`config.mk`:
```
export PLATFORM = sky130hd
export DESIGN_NAME = ngp_parser
export DESIGN_NICKNAME = d
export VERILOG_FILES = /design/src/rtl/core/ngp_pkg.sv /design/src/rtl/core/ngp_parser.sv
export SDC_FILE = /design/constraint.sdc
export NUM_CORES = 1
export LEC_CHECK = 0
export ABC_AREA = 1
export BUFFER_PORTS_ARGS = -buffer_cell sky130_fd_sc_hd__buf_2
export CORE_MARGIN = 8
export CORE_UTILIZATION = 55
export DETAILED_ROUTE_END_ITERATION = 10
export PLACE_DENSITY = 0.74
export SYNTH_ARGS = -nofsm -noshare
export SYNTH_HDL_FRONTEND = slang
export SYNTH_SLANG_ARGS = --single-unit
```
`constraint.sdc`:
```
create_clock -name aclk -period 11 [get_ports aclk]
set_clock_uncertainty 0.05 [all_clocks]
set_input_delay 0 -clock aclk [delete_from_list [all_inputs] [get_ports aclk]]
set_output_delay 0 -clock aclk [all_outputs]
set_load 0.01 [all_outputs]
```
`src/rtl/core/ngp_pkg.sv`:
```
// Shared types, constants and the coordinate character step for the GGA parser.
`default_nettype none

package ngp_pkg;

    // Sentence limits
    localparam int MAX_SENTENCE = 128;
    localparam int LEN_W        = $clog2(MAX_SENTENCE + 1);

    localparam logic [6:0]  TOKEN_CAP   = 7'd64;
    localparam logic [23:0] MINUTES_CAP = 24'd9999999;
    localparam logic [29:0] LAT_CAP     = 30'd999999999;
    localparam logic [30:0] LON_CAP     = 31'd1999999999;
    localparam logic [5:0]  MIN_TOKENS_RESET = 6'd10;

    // Character codes
    localparam logic [7:0] CH_COMMA  = 8'h2C;
    localparam logic [7:0] CH_DOLLAR = 8'h24;
    localparam logic [7:0] CH_DOT    = 8'h2E;
    localparam logic [7:0] CH_ZERO   = 8'h30;
    localparam logic [7:0] CH_NINE   = 8'h39;
    localparam logic [7:0] CH_G      = 8'h47;
    localparam logic [7:0] CH_N      = 8'h4E;
    localparam logic [7:0] CH_A      = 8'h41;

    // Token roles
    localparam logic [6:0] TOK_LAT = 7'd2;
    localparam logic [6:0] TOK_NS  = 7'd3;
    localparam logic [6:0] TOK_LON = 7'd4;
    localparam logic [6:0] TOK_EW  = 7'd5;

    localparam logic [3:0] LAT_DEG_LEN = 4'd2;
    localparam logic [3:0] LON_DEG_LEN = 4'd3;
    localparam logic [3:0] POS_CAP     = 4'd15;

    // Conversion: deg * 1e7 + (mins_e5 * 5 + 1) / 3, the divide by 3 as a reciprocal multiply
    localparam logic [23:0] DEG_E7       = 24'd10000000;
    localparam logic [26:0] RECIP3       = 27'd89478486;
    localparam int          RECIP3_SHIFT = 28;

    typedef struct packed {
        logic [9:0]  deg;
        logic [23:0] mins;
        logic        stopped;
        logic        dot;
        logic [2:0]  frac;
    } coord_state_t;

    // Closed sentence as it leaves the parser
    typedef struct packed {
        logic        fix_valid;
        logic [6:0]  lat_deg;
        logic [9:0]  lon_deg;
        logic [25:0] lat_x;
        logic [25:0] lon_x;
        logic [7:0]  ns;
        logic [7:0]  ew;
        logic [6:0]  tokens;
    } fix_entry_t;

    // After the multiply stage
    typedef struct packed {
        logic        fix_valid;
        logic [29:0] lat_deg_e7;
        logic [33:0] lon_deg_e7;
        logic [23:0] lat_q;
        logic [23:0] lon_q;
        logic [7:0]  ns;
        logic [7:0]  ew;
        logic [6:0]  tokens;
    } conv_stage_t;

    typedef struct packed {
        logic [29:0] lat;
        logic [30:0] lon;
        logic [7:0]  ns;
        logic [7:0]  ew;
    } fix_t;

    typedef struct packed {
        logic        fix_valid;
        fix_t        pos;
        logic [6:0]  tokens;
    } result_t;

    function automatic logic [13:0] frac_weight(input logic [2:0] idx);
        logic [13:0] w;
        case (idx)
            3'd1:    w = 14'd10000;
            3'd2:    w = 14'd1000;
            3'd3:    w = 14'd100;
            3'd4:    w = 14'd10;
            3'd5:    w = 14'd1;
            default: w = 14'd0;
        endcase
        return w;
    endfunction

    // One character of a coordinate token at position pos
    function automatic coord_state_t coord_step(input logic [7:0] c, input logic [3:0] pos,
                                                input logic [3:0] deg_len,
                                                input coord_state_t cur);
        coord_state_t r;
        logic         is_digit;
        logic [7:0]   dd;
        logic [3:0]   d;
        logic [26:0]  v;
        logic [2:0]   nf;
        r        = cur;
        is_digit = (c >= CH_ZERO) && (c <= CH_NINE);
        dd       = c - CH_ZERO;
        d        = dd[3:0];
        v        = 27'd0;
        nf       = 3'd0;
        if (pos < deg_len) begin
            if (!cur.stopped) begin
                if (is_digit) begin
                    r.deg = 10'(cur.deg * 10'd10 + 10'(d));
                end else begin
                    r.stopped = 1'b1;
                end
            end
        end else if ({1'b0, pos} < ({1'b0, deg_len} + 5'd8)) begin
            if (pos == deg_len) begin
                r.stopped = 1'b0;
                r.dot     = 1'b0;
                r.frac    = 3'd0;
            end
            if (!r.stopped) begin
                if (is_digit) begin
                    if (!r.dot) begin
                        v = ({3'b0, cur.mins} * 27'd10) + (27'(d) * 27'd100000);
                    end else begin
                        nf     = (r.frac < 3'd7) ? r.frac + 3'd1 : 3'd7;
                        r.frac = nf;
                        v = {3'b0, cur.mins}
                          + ((nf <= 3'd5) ? (27'(d) * 27'(frac_weight(nf))) : 27'd0);
                    end
                    r.mins = (v > 27'(MINUTES_CAP)) ? MINUTES_CAP : v[23:0];
                end else if ((c == CH_DOT) && !r.dot) begin
                    r.dot = 1'b1;
                end else begin
                    r.stopped = 1'b1;
                end
            end
        end
        return r;
    endfunction

endpackage

`default_nettype wire

```
`src/rtl/core/ngp_parser.sv`:
```
// Byte-level sentence tracker: window search, token counting and coordinate accumulation.
`default_nettype none

module ngp_parser (
    input  wire logic               aclk,
    input  wire logic               aresetn,
    input  wire logic               accept,
    input  wire logic [7:0]         rx_byte,
    input  wire logic [5:0]         min_tokens,
    output logic                    push,
    output ngp_pkg::fix_entry_t     entry
);

    logic [31:0] recent_reg, recent_next;
    logic        capturing_reg, capturing_next;
    logic [ngp_pkg::LEN_W-1:0] length_reg, length_next;
    logic [6:0]  tidx_reg, tidx_next;
    logic        inside_reg, inside_next;
    logic [3:0]  cp_reg, cp_next;
    logic        ps_reg, ps_next;
    logic        dot_reg, dot_next;
    logic [2:0]  fd_reg, fd_next;
    logic [6:0]  lat_deg_reg, lat_deg_next;
    logic [9:0]  lon_deg_reg, lon_deg_next;
    logic [23:0] lat_mins_reg, lat_mins_next;
    logic [23:0] lon_mins_reg, lon_mins_next;
    logic [7:0]  ns_reg, ns_next;
    logic [7:0]  ew_reg, ew_next;

    logic        window_hit;
    logic [6:0]  tidx_e;
    logic [6:0]  tok;
    logic [3:0]  cp_e;
    logic        ps_e, dot_e;
    logic [2:0]  fd_e;
    logic        tok_lat;
    ngp_pkg::coord_state_t cur, stp;

    assign window_hit = (rx_byte == ngp_pkg::CH_A) && (recent_reg[7:0] == ngp_pkg::CH_G)
                     && (recent_reg[23:16] == ngp_pkg::CH_N)
                     && (recent_reg[31:24] == ngp_pkg::CH_G);

    // Effective per-token state once a non-comma byte is seen
    always_comb begin
        if (inside_reg) begin
            tidx_e = tidx_reg;
            cp_e   = cp_reg;
            ps_e   = ps_reg;
            dot_e  = dot_reg;
            fd_e   = fd_reg;
        end else begin
            tidx_e = (tidx_reg < ngp_pkg::TOKEN_CAP) ? tidx_reg + 7'd1 : tidx_reg;
            cp_e   = 4'd0;
            ps_e   = 1'b0;
            dot_e  = 1'b0;
            fd_e   = 3'd0;
        end
        tok          = tidx_e - 7'd1;
        tok_lat      = (tok == ngp_pkg::TOK_LAT);
        cur.deg      = tok_lat ? {3'b0, lat_deg_reg} : lon_deg_reg;
        cur.mins     = tok_lat ? lat_mins_reg : lon_mins_reg;
        cur.stopped  = ps_e;
        cur.dot      = dot_e;
        cur.frac     = fd_e;
        stp = ngp_pkg::coord_step(rx_byte, cp_e,
                                  tok_lat ? ngp_pkg::LAT_DEG_LEN : ngp_pkg::LON_DEG_LEN, cur);
    end

    always_comb begin
        recent_next    = recent_reg;
        capturing_next = capturing_reg;
        length_next    = length_reg;
        tidx_next      = tidx_reg;
        inside_next    = inside_reg;
        cp_next        = cp_reg;
        ps_next        = ps_reg;
        dot_next       = dot_reg;
        fd_next        = fd_reg;
        lat_deg_next   = lat_deg_reg;
        lon_deg_next   = lon_deg_reg;
        lat_mins_next  = lat_mins_reg;
        lon_mins_next  = lon_mins_reg;
        ns_next        = ns_reg;
        ew_next        = ew_reg;
        push           = 1'b0;

        if (accept) begin
            recent_next = {recent_reg[23:0], rx_byte};
            if (capturing_reg) begin
                if (rx_byte == ngp_pkg::CH_DOLLAR) begin
                    capturing_next = 1'b0;
                    push           = 1'b1;
                end else if (length_reg >= ngp_pkg::LEN_W'(ngp_pkg::MAX_SENTENCE)) begin
                    // overlong: abandon, no result
                    capturing_next = 1'b0;
                end else begin
                    length_next = length_reg + ngp_pkg::LEN_W'(1);
                    if (rx_byte == ngp_pkg::CH_COMMA) begin
                        inside_next = 1'b0;
                    end else begin
                        inside_next = 1'b1;
                        tidx_next   = tidx_e;
                        cp_next     = (cp_e < ngp_pkg::POS_CAP) ? cp_e + 4'd1 : ngp_pkg::POS_CAP;
                        ps_next     = ps_e;
                        dot_next    = dot_e;
                        fd_next     = fd_e;
                        if ((tok == ngp_pkg::TOK_NS) && (cp_e == 4'd0)) begin
                            ns_next = rx_byte;
                        end
                        if ((tok == ngp_pkg::TOK_EW) && (cp_e == 4'd0)) begin
                            ew_next = rx_byte;
                        end
                        if (tok_lat) begin
                            lat_deg_next  = stp.deg[6:0];
                            lat_mins_next = stp.mins;
                            ps_next       = stp.stopped;
                            dot_next      = stp.dot;
                            fd_next       = stp.frac;
                        end else if (tok == ngp_pkg::TOK_LON) begin
                            lon_deg_next  = stp.deg;
                            lon_mins_next = stp.mins;
                            ps_next       = stp.stopped;
                            dot_next      = stp.dot;
                            fd_next       = stp.frac;
                        end
                    end
                end
            end else if (window_hit) begin
                // Open a sentence; the five window bytes form token 0, or tokens 0 and 1
                // when the wildcard byte is a comma.
                capturing_next = 1'b1;
                length_next    = ngp_pkg::LEN_W'(5);
                inside_next    = 1'b1;
                if (recent_reg[15:8] == ngp_pkg::CH_COMMA) begin
                    tidx_next = 7'd2;
                    cp_next   = 4'd2;
                end else begin
                    tidx_next = 7'd1;
                    cp_next   = 4'd5;
                end
                ps_next       = 1'b0;
                dot_next      = 1'b0;
                fd_next       = 3'd0;
                lat_deg_next  = 7'd0;
                lon_deg_next  = 10'd0;
                lat_mins_next = 24'd0;
                lon_mins_next = 24'd0;
                ns_next       = 8'd0;
                ew_next       = 8'd0;
            end
        end
    end

    always_comb begin
        entry.fix_valid = tidx_reg > {1'b0, min_tokens};
        entry.lat_deg   = lat_deg_reg;
        entry.lon_deg   = lon_deg_reg;
        entry.lat_x     = ({2'b0, lat_mins_reg} * 26'd5) + 26'd1;
        entry.lon_x     = ({2'b0, lon_mins_reg} * 26'd5) + 26'd1;
        entry.ns        = ns_reg;
        entry.ew        = ew_reg;
        entry.tokens    = tidx_reg;
    end

    always_ff @(posedge aclk) begin
        if (!aresetn) begin
            recent_reg    <= 32'd0;
            capturing_reg <= 1'b0;
            length_reg    <= '0;
            tidx_reg      <= 7'd0;
            inside_reg    <= 1'b0;
            cp_reg        <= 4'd0;
            ps_reg        <= 1'b0;
            dot_reg       <= 1'b0;
            fd_reg        <= 3'd0;
            lat_deg_reg   <= 7'd0;
            lon_deg_reg   <= 10'd0;
            lat_mins_reg  <= 24'd0;
            lon_mins_reg  <= 24'd0;
            ns_reg        <= 8'd0;
            ew_reg        <= 8'd0;
        end else begin
            recent_reg    <= recent_next;
            capturing_reg <= capturing_next;
            length_reg    <= length_next;
            tidx_reg      <= tidx_next;
            inside_reg    <= inside_next;
            cp_reg        <= cp_next;
            ps_reg        <= ps_next;
            dot_reg       <= dot_next;
            fd_reg        <= fd_next;
            lat_deg_reg   <= lat_deg_next;
            lon_deg_reg   <= lon_deg_next;
            lat_mins_reg  <= lat_mins_next;
            lon_mins_reg  <= lon_mins_next;
            ns_reg        <= ns_next;
            ew_reg        <= ew_next;
        end
    end

endmodule

`default_nettype wire

```
==> impl_metrics.json, run 1 <==
{
  "switching_share": 0.322,
  "clockBufferDepth": 2,
  "peakVddDrop_mv": 0.103,
  "synth_top_area_frac": 0.192,
  "gp_congestion": 0.963,
  "synth_ff_type": "dfxtp_1",
  "cts_setup_buffers": 0,
  "internal_power_mw": 0.887,
  "synth_commonest_cells": "nand2_1, inv_1, a21oi_1",
  "crit_required_ns": 11.30,
  "area_growth_pct": 9.49,
  "critPathKind": "reg2reg",
  "yosys_warnings": 0,
  "net-switching-power_mw": 0.420,
  "synthDistinctLibCells": 53,
  "synth_edf_count": 0,
  "nNetsFinal": 2710,
  "timing_hold_violations_final": 0,
  "hpwlAfterDp_um": 37200,
  "worstMarginPinSlew_ns": 0.989,
  "io_pins": 111,
  "die_y_um": 185,
  "rr_endpoint": "lon_mins_reg[22]",
  "seqPwrFrac": 0.394,
  "crit_arrival_ns": 9.91,
  "yosysSeqAreaShare": 0.177,
  "setup_viol": 0,
  "hold_path.class": "in2reg",
  "cp-start-kind": "flop",
  "cts_buffers": 17,
  "hold_depth": 2,
  "synth.most_common_cell": "nand2_1",
  "whs_ns": 0.0146,
  "nFillCells": 2768,
  "grt_pass1_wl_um": 75500,
  "powerDensity_mw_per_mm2": 75.8,
  "synth.largest_area_cell": "ha_1",
  "postRouteAntennaNets": 0,
  "slowest_stage": "dfxtp_1",
  "fmax_mhz": 104,
  "n_antenna_cell": 0,
  "rows": 62,
  "cap_violations": 0,
  "worst_slack_ns": 1.39,
  "first_pass_iters": 6,
  "grt_antenna_before_repair": 0,
  "grt_pass1_vias": 14700,
  "crit_fanout": 13,
  "largest_reg_flops": 32,
  "vias": 16000,
  "start_util": 0.553,
  "drcViolationCount": 0,
  "port_buffers": 110,
  "cts.htree.levels": 4,
  "hold_path_end": "recent_reg[21]",
  "design.core.area_mm2": 0.0285,
  "max_stage_delay_ns": 0.71,
  "drt-total-wl_um": 47100,
  "cts_tree": "yes",
  "clk_pin_slew_ns": 0.08,
  "slew_viol_final": 0,
  "viasPerCell": 5.65,
  "overflow": 0,
  "fin_crit_ns": 9.61,
  "insertion_delay_ns": 0.44,
  "drt_iter0_markers": 1548,
  "r2r_start": "inside_reg",
  "clockPowerShare": 0.446,
  "die-area_mm2": 0.0343,
  "ys_seq_elements": 139,
  "tns_ns": 0,
  "rsz0062_at_grt": "false",
  "finalInstanceArea_mm2": 0.0173,
  "wire_per_inst_um": 16.7,
  "avgSynthCellArea_um2": 6.71,
  "pre_cts_ws_ns": 1.70,
  "combPwrFrac": 0.160,
  "synth_fp_nets": 2632,
  "grt_max_degree": 118,
  "drive_gt1_frac": 0.0939,
  "synth_area_leaders": "ha_1, dfxtp_1, nand2_1, a21oi_1, o21ai_0",
  "synthArstFlopShare": 0,
  "synthesis.area_mm2": 0.0158,
  "fin_crit_sh": 0.874,
  "track_usage": 0.270,
  "hp-start": "accept",
  "clockRootBuffer": "clkbuf_16",
  "post_dp_cell_area_mm2": 0.0166,
  "die_width_um": 185,
  "power_leakage_nw": 9.33,
  "slew_headroom": 0.341,
  "synthCells": 2348,
  "reg2reg_slack_ns": 1.39,
  "r2r_cells": 63,
  "clock_sinks": 139,
  "endpoint_kind": "flop",
  "cp_common_cell": "nand2_1",
  "outcome": "completed"
}
-- area by class of cell --
| class | instances | area [um^2] | share of cell area |
|---|---|---|---|
| Timing Repair Buffer | 127 | 698 | 0.0405 |
| Clock inverter | 15 | 169 | 0.00979 |
| Sequential cell | 139 | 2780 | 0.161 |
| Clock buffer | 17 | 425 | 0.0247 |
| Multi-Input combinational cell | 1848 | 11600 | 0.672 |
| Inverter | 293 | 1100 | 0.0638 |
| Tap cell | 384 | 480 | 0.0279 |
-- worst max path at each step --
stage	to	start	slack, ns
6_report	lon_mins_reg[22]	inside_reg	1.39
5_1_grt	lon_mins_reg[22]	inside_reg	0.56
4_1_cts	lon_mins_reg[22]	inside_reg	1.57
3_5_place_dp	lon_mins_reg[22]	inside_reg	1.70
3_3_place_gp	lon_mins_reg[22]	inside_reg	2.06
2_1_floorplan	lat_mins_reg[11]	tidx_reg[1]	2.28
-- cell usage in the layout, fill, tap and decap left out, types with 17 or more instances in the layout --
| master | count |
|---|---|
| a21oi_1 | 257 |
| a31oi_1 | 18 |
| buf_2 | 110 |
| clkbuf_16 | 17 |
| dfxtp_1 | 139 |
| fa_1 | 25 |
| ha_1 | 242 |
| inv_1 | 283 |
| nand2_1 | 462 |
| nand3_1 | 109 |
| nand4_1 | 33 |
| nor2_1 | 178 |
| nor3_1 | 19 |
| o21ai_0 | 246 |
| or2_2 | 19 |
| xnor2_1 | 20 |
| xor2_1 | 80 |
-- metal layers --
layer,vias up,routed length (um),share of wire,track usage
li1,8027,-,-,-
met1,7322,21800,0.46,0.365
met2,529,21600,0.46,0.453
met3,72,2630,0.056,0.0249
met4,0,1070,0.023,0.0752
met5,-,0,0,0
-- critical path, delay by kind of cell (launching register included) --
kind            cells  cell delay, ns
buf+inv             7            0.49
xor+xnor            1            0.20
compound gates     13            2.19
fa+ha+maj           6            2.10
simple gates       36            3.77
flops               1            0.71
-- power groups by stage --
stage	registers, mW	logic (mW)	clock network, mW
2_1_floorplan	0.525	0.147	0
6_report	0.515	0.209	0.584
4_1_cts	0.515	0.208	0.583
5_1_grt	0.516	0.233	0.606
3_3_place_gp	0.527	0.202	0
3_5_place_dp	0.527	0.204	0
-- timing repair --
action                                 CTS  global route
hold buffers                             8             0
endpoints found under the hold margin   20             0
resized for setup                        0             0
-- through the flow --
step | util | total power, mW | std cells
floorplan | - | 0.672 | 2348
global placement | 0.582 | 0.729 | 2783
detailed placement | 0.582 | 0.731 | 2783
CTS | 0.606 | 1.31 | 2823
global route | 0.606 | 1.36 | 2823
finish | 0.606 | 1.31 | 2823
-- kinds of logic after synthesis --
logic type,share of synthesized area
AO/OA/AOI/OAI,0.205
multiplexers,0.00254
AND/OR/NAND/NOR,0.247
XOR/XNOR,0.0556
flip-flops,0.177
buffers and inverters,0.0889
adder cells (fa/ha/maj),0.224
(Power assumes the default switching activity.)
==> run 2, diff against run 1 <==
--- a/config.mk
+++ b/config.mk
@@ -11,6 +11,7 @@
 export CORE_UTILIZATION = 55
 export DETAILED_ROUTE_END_ITERATION = 10
 export PLACE_DENSITY = 0.74
+export RECOVER_POWER = 100
 export SYNTH_ARGS = -nofsm -noshare
 export SYNTH_HDL_FRONTEND = slang
 export SYNTH_SLANG_ARGS = --single-unit
==> impl_metrics.json, run 2 (synthesis results as in run 1) <==
{
  "worst-path-buf-inv": 7,
  "drcViolationCount": 0,
  "track_usage": 0.270,
  "cp-start-kind": "flop",
  "grt_pass1_wl_um": 75500,
  "tns_ns": 0,
  "placed_cells_incl_taps": 2783,
  "slew_headroom": -1.79,
  "start_util": 0.553,
  "final_cell_count_no_fill": 2823,
  "switching_share": 0.319,
  "area_growth_pct": 8.21,
  "setup_viol": 0,
  "port_buffers": 110,
  "grt_max_degree": 118,
  "combPwrFrac": 0.159,
  "postRouteAntennaNets": 0,
  "wire_per_inst_um": 16.7,
  "cp_common_cell": "nand2_1",
  "die_width_um": 185,
  "clk_pin_slew_ns": 0.08,
  "r2r_start": "inside_reg",
  "violations": "capacitance limit, slew limit",
  "timing_hold_violations_final": 0,
  "drt_iter0_markers": 1600,
  "hpwlAfterDp_um": 37200,
  "drt-total-wl_um": 47100,
  "crit_required_ns": 11.27,
  "cts_buffers": 17,
  "first_pass_iters": 6,
  "rsz0062_at_grt": "false",
  "slew_viol_final": 243,
  "drive_gt1_frac": 0.0492,
  "clockRootBuffer": "clkbuf_16",
  "die-area_mm2": 0.0343,
  "reg2reg_slack_ns": 1.30,
  "viasPerCell": 5.65,
  "nFillCells": 2833,
  "power_leakage_nw": 8.92,
  "hold_path.class": "in2reg",
  "n_antenna_cell": 0,
  "layout_commonest_cell": "nand2_1",
  "design.core.area_mm2": 0.0285,
  "grt_pass1_vias": 14700,
  "cp_top_family": "simple AND/OR/NAND/NOR gates",
  "cts_tree": "yes",
  "crit_start": "inside_reg",
  "fin_crit_sh": 0.882,
  "internal_power_mw": 0.886,
  "final_cell_mix": "nand2_1, inv_1, a21oi_1, o21ai_0, ha_1",
  "vias": 16000,
  "insertion_delay_ns": 0.44,
  "overflow": 0,
  "peakVddDrop_mv": 0.101,
  "crit_fanout": 13,
  "worstMarginPinSlew_ns": 4.18,
  "clockBufferDepth": 2,
  "outcome": "finished, violations left",
  "max_stage_delay_ns": 0.69,
  "slowest_stage": "dfxtp_1",
  "die_y_um": 185,
  "hp-start": "accept",
  "io_pins": 111,
  "rows": 62,
  "nNetsFinal": 2710,
  "largest_reg_flops": 32,
  "seqPwrFrac": 0.396,
  "fmax_mhz": 103,
  "cap_violations": 3,
  "cts_setup_buffers": 0,
  "fin_crit_ns": 9.70,
  "clock_sinks": 139,
  "cts.htree.levels": 4,
  "endpoint_kind": "flop",
  "powerDensity_mw_per_mm2": 76.4,
  "fin_util": 0.599,
  "critPathKind": "reg2reg",
  "grt_antenna_before_repair": 0,
  "gp_congestion": 0.963,
  "crit_arrival_ns": 9.98,
  "net-switching-power_mw": 0.416,
  "clockPowerShare": 0.446
}
## run 2: through the flow
| stage | hold slack (ns) | power [mW] | instance area (um^2) | setup WS (ns) |
|---|---|---|---|---|
| finish | 0.0135 | 1.30 | 17100 | 1.30 |
| global route | 0.0490 | 1.35 | 17100 | 0.398 |
| CTS | 0.00999 | 1.31 | 17300 | 1.57 |
| detailed placement | 0.265 | 0.731 | 16600 | 1.70 |
| global placement | 0.265 | 0.729 | 16600 | 2.06 |
| floorplan | 0.0849 | 0.672 | 15800 | 2.28 |
## run 2: layout make-up
class                           count  area, um^2  area share
Sequential cell                   139        2780       0.163
Clock inverter                     15         169     0.00991
Timing Repair Buffer              127         569      0.0334
Tap cell                          384         480      0.0282
Inverter                          293        1100      0.0645
Multi-Input combinational cell   1848       11500       0.676
Clock buffer                       17         425      0.0250
## run 2: routing by layer
layer	up-vias	track usage	routed length, um
met5	-	0	0
met4	0	0.0752	1060
met3	65	0.0249	2930
met2	534	0.453	21500
met1	7328	0.365	21600
li1	8030	-	-
## run 2: final timing paths
kind                      end  depth (start not counted)
max          lon_mins_reg[22]                         63
min            recent_reg[21]                          2
max reg2reg  lon_mins_reg[22]                         63
min reg2reg    recent_reg[30]                          2
## run 2: power by group through the flow
stage | registers, mW | clock network [mW] | logic, mW
3_3_place_gp | 0.527 | 0 | 0.202
6_report | 0.515 | 0.580 | 0.207
4_1_cts | 0.515 | 0.583 | 0.208
2_1_floorplan | 0.525 | 0 | 0.147
3_5_place_dp | 0.527 | 0 | 0.204
5_1_grt | 0.516 | 0.606 | 0.232
## run 2: timing repair
item | CTS | global route
resized for setup | 0 | 0
setup endpoints to repair | 0 | 0
endpoints found under the hold margin | 20 | 0
hold buffers | 8 | 0
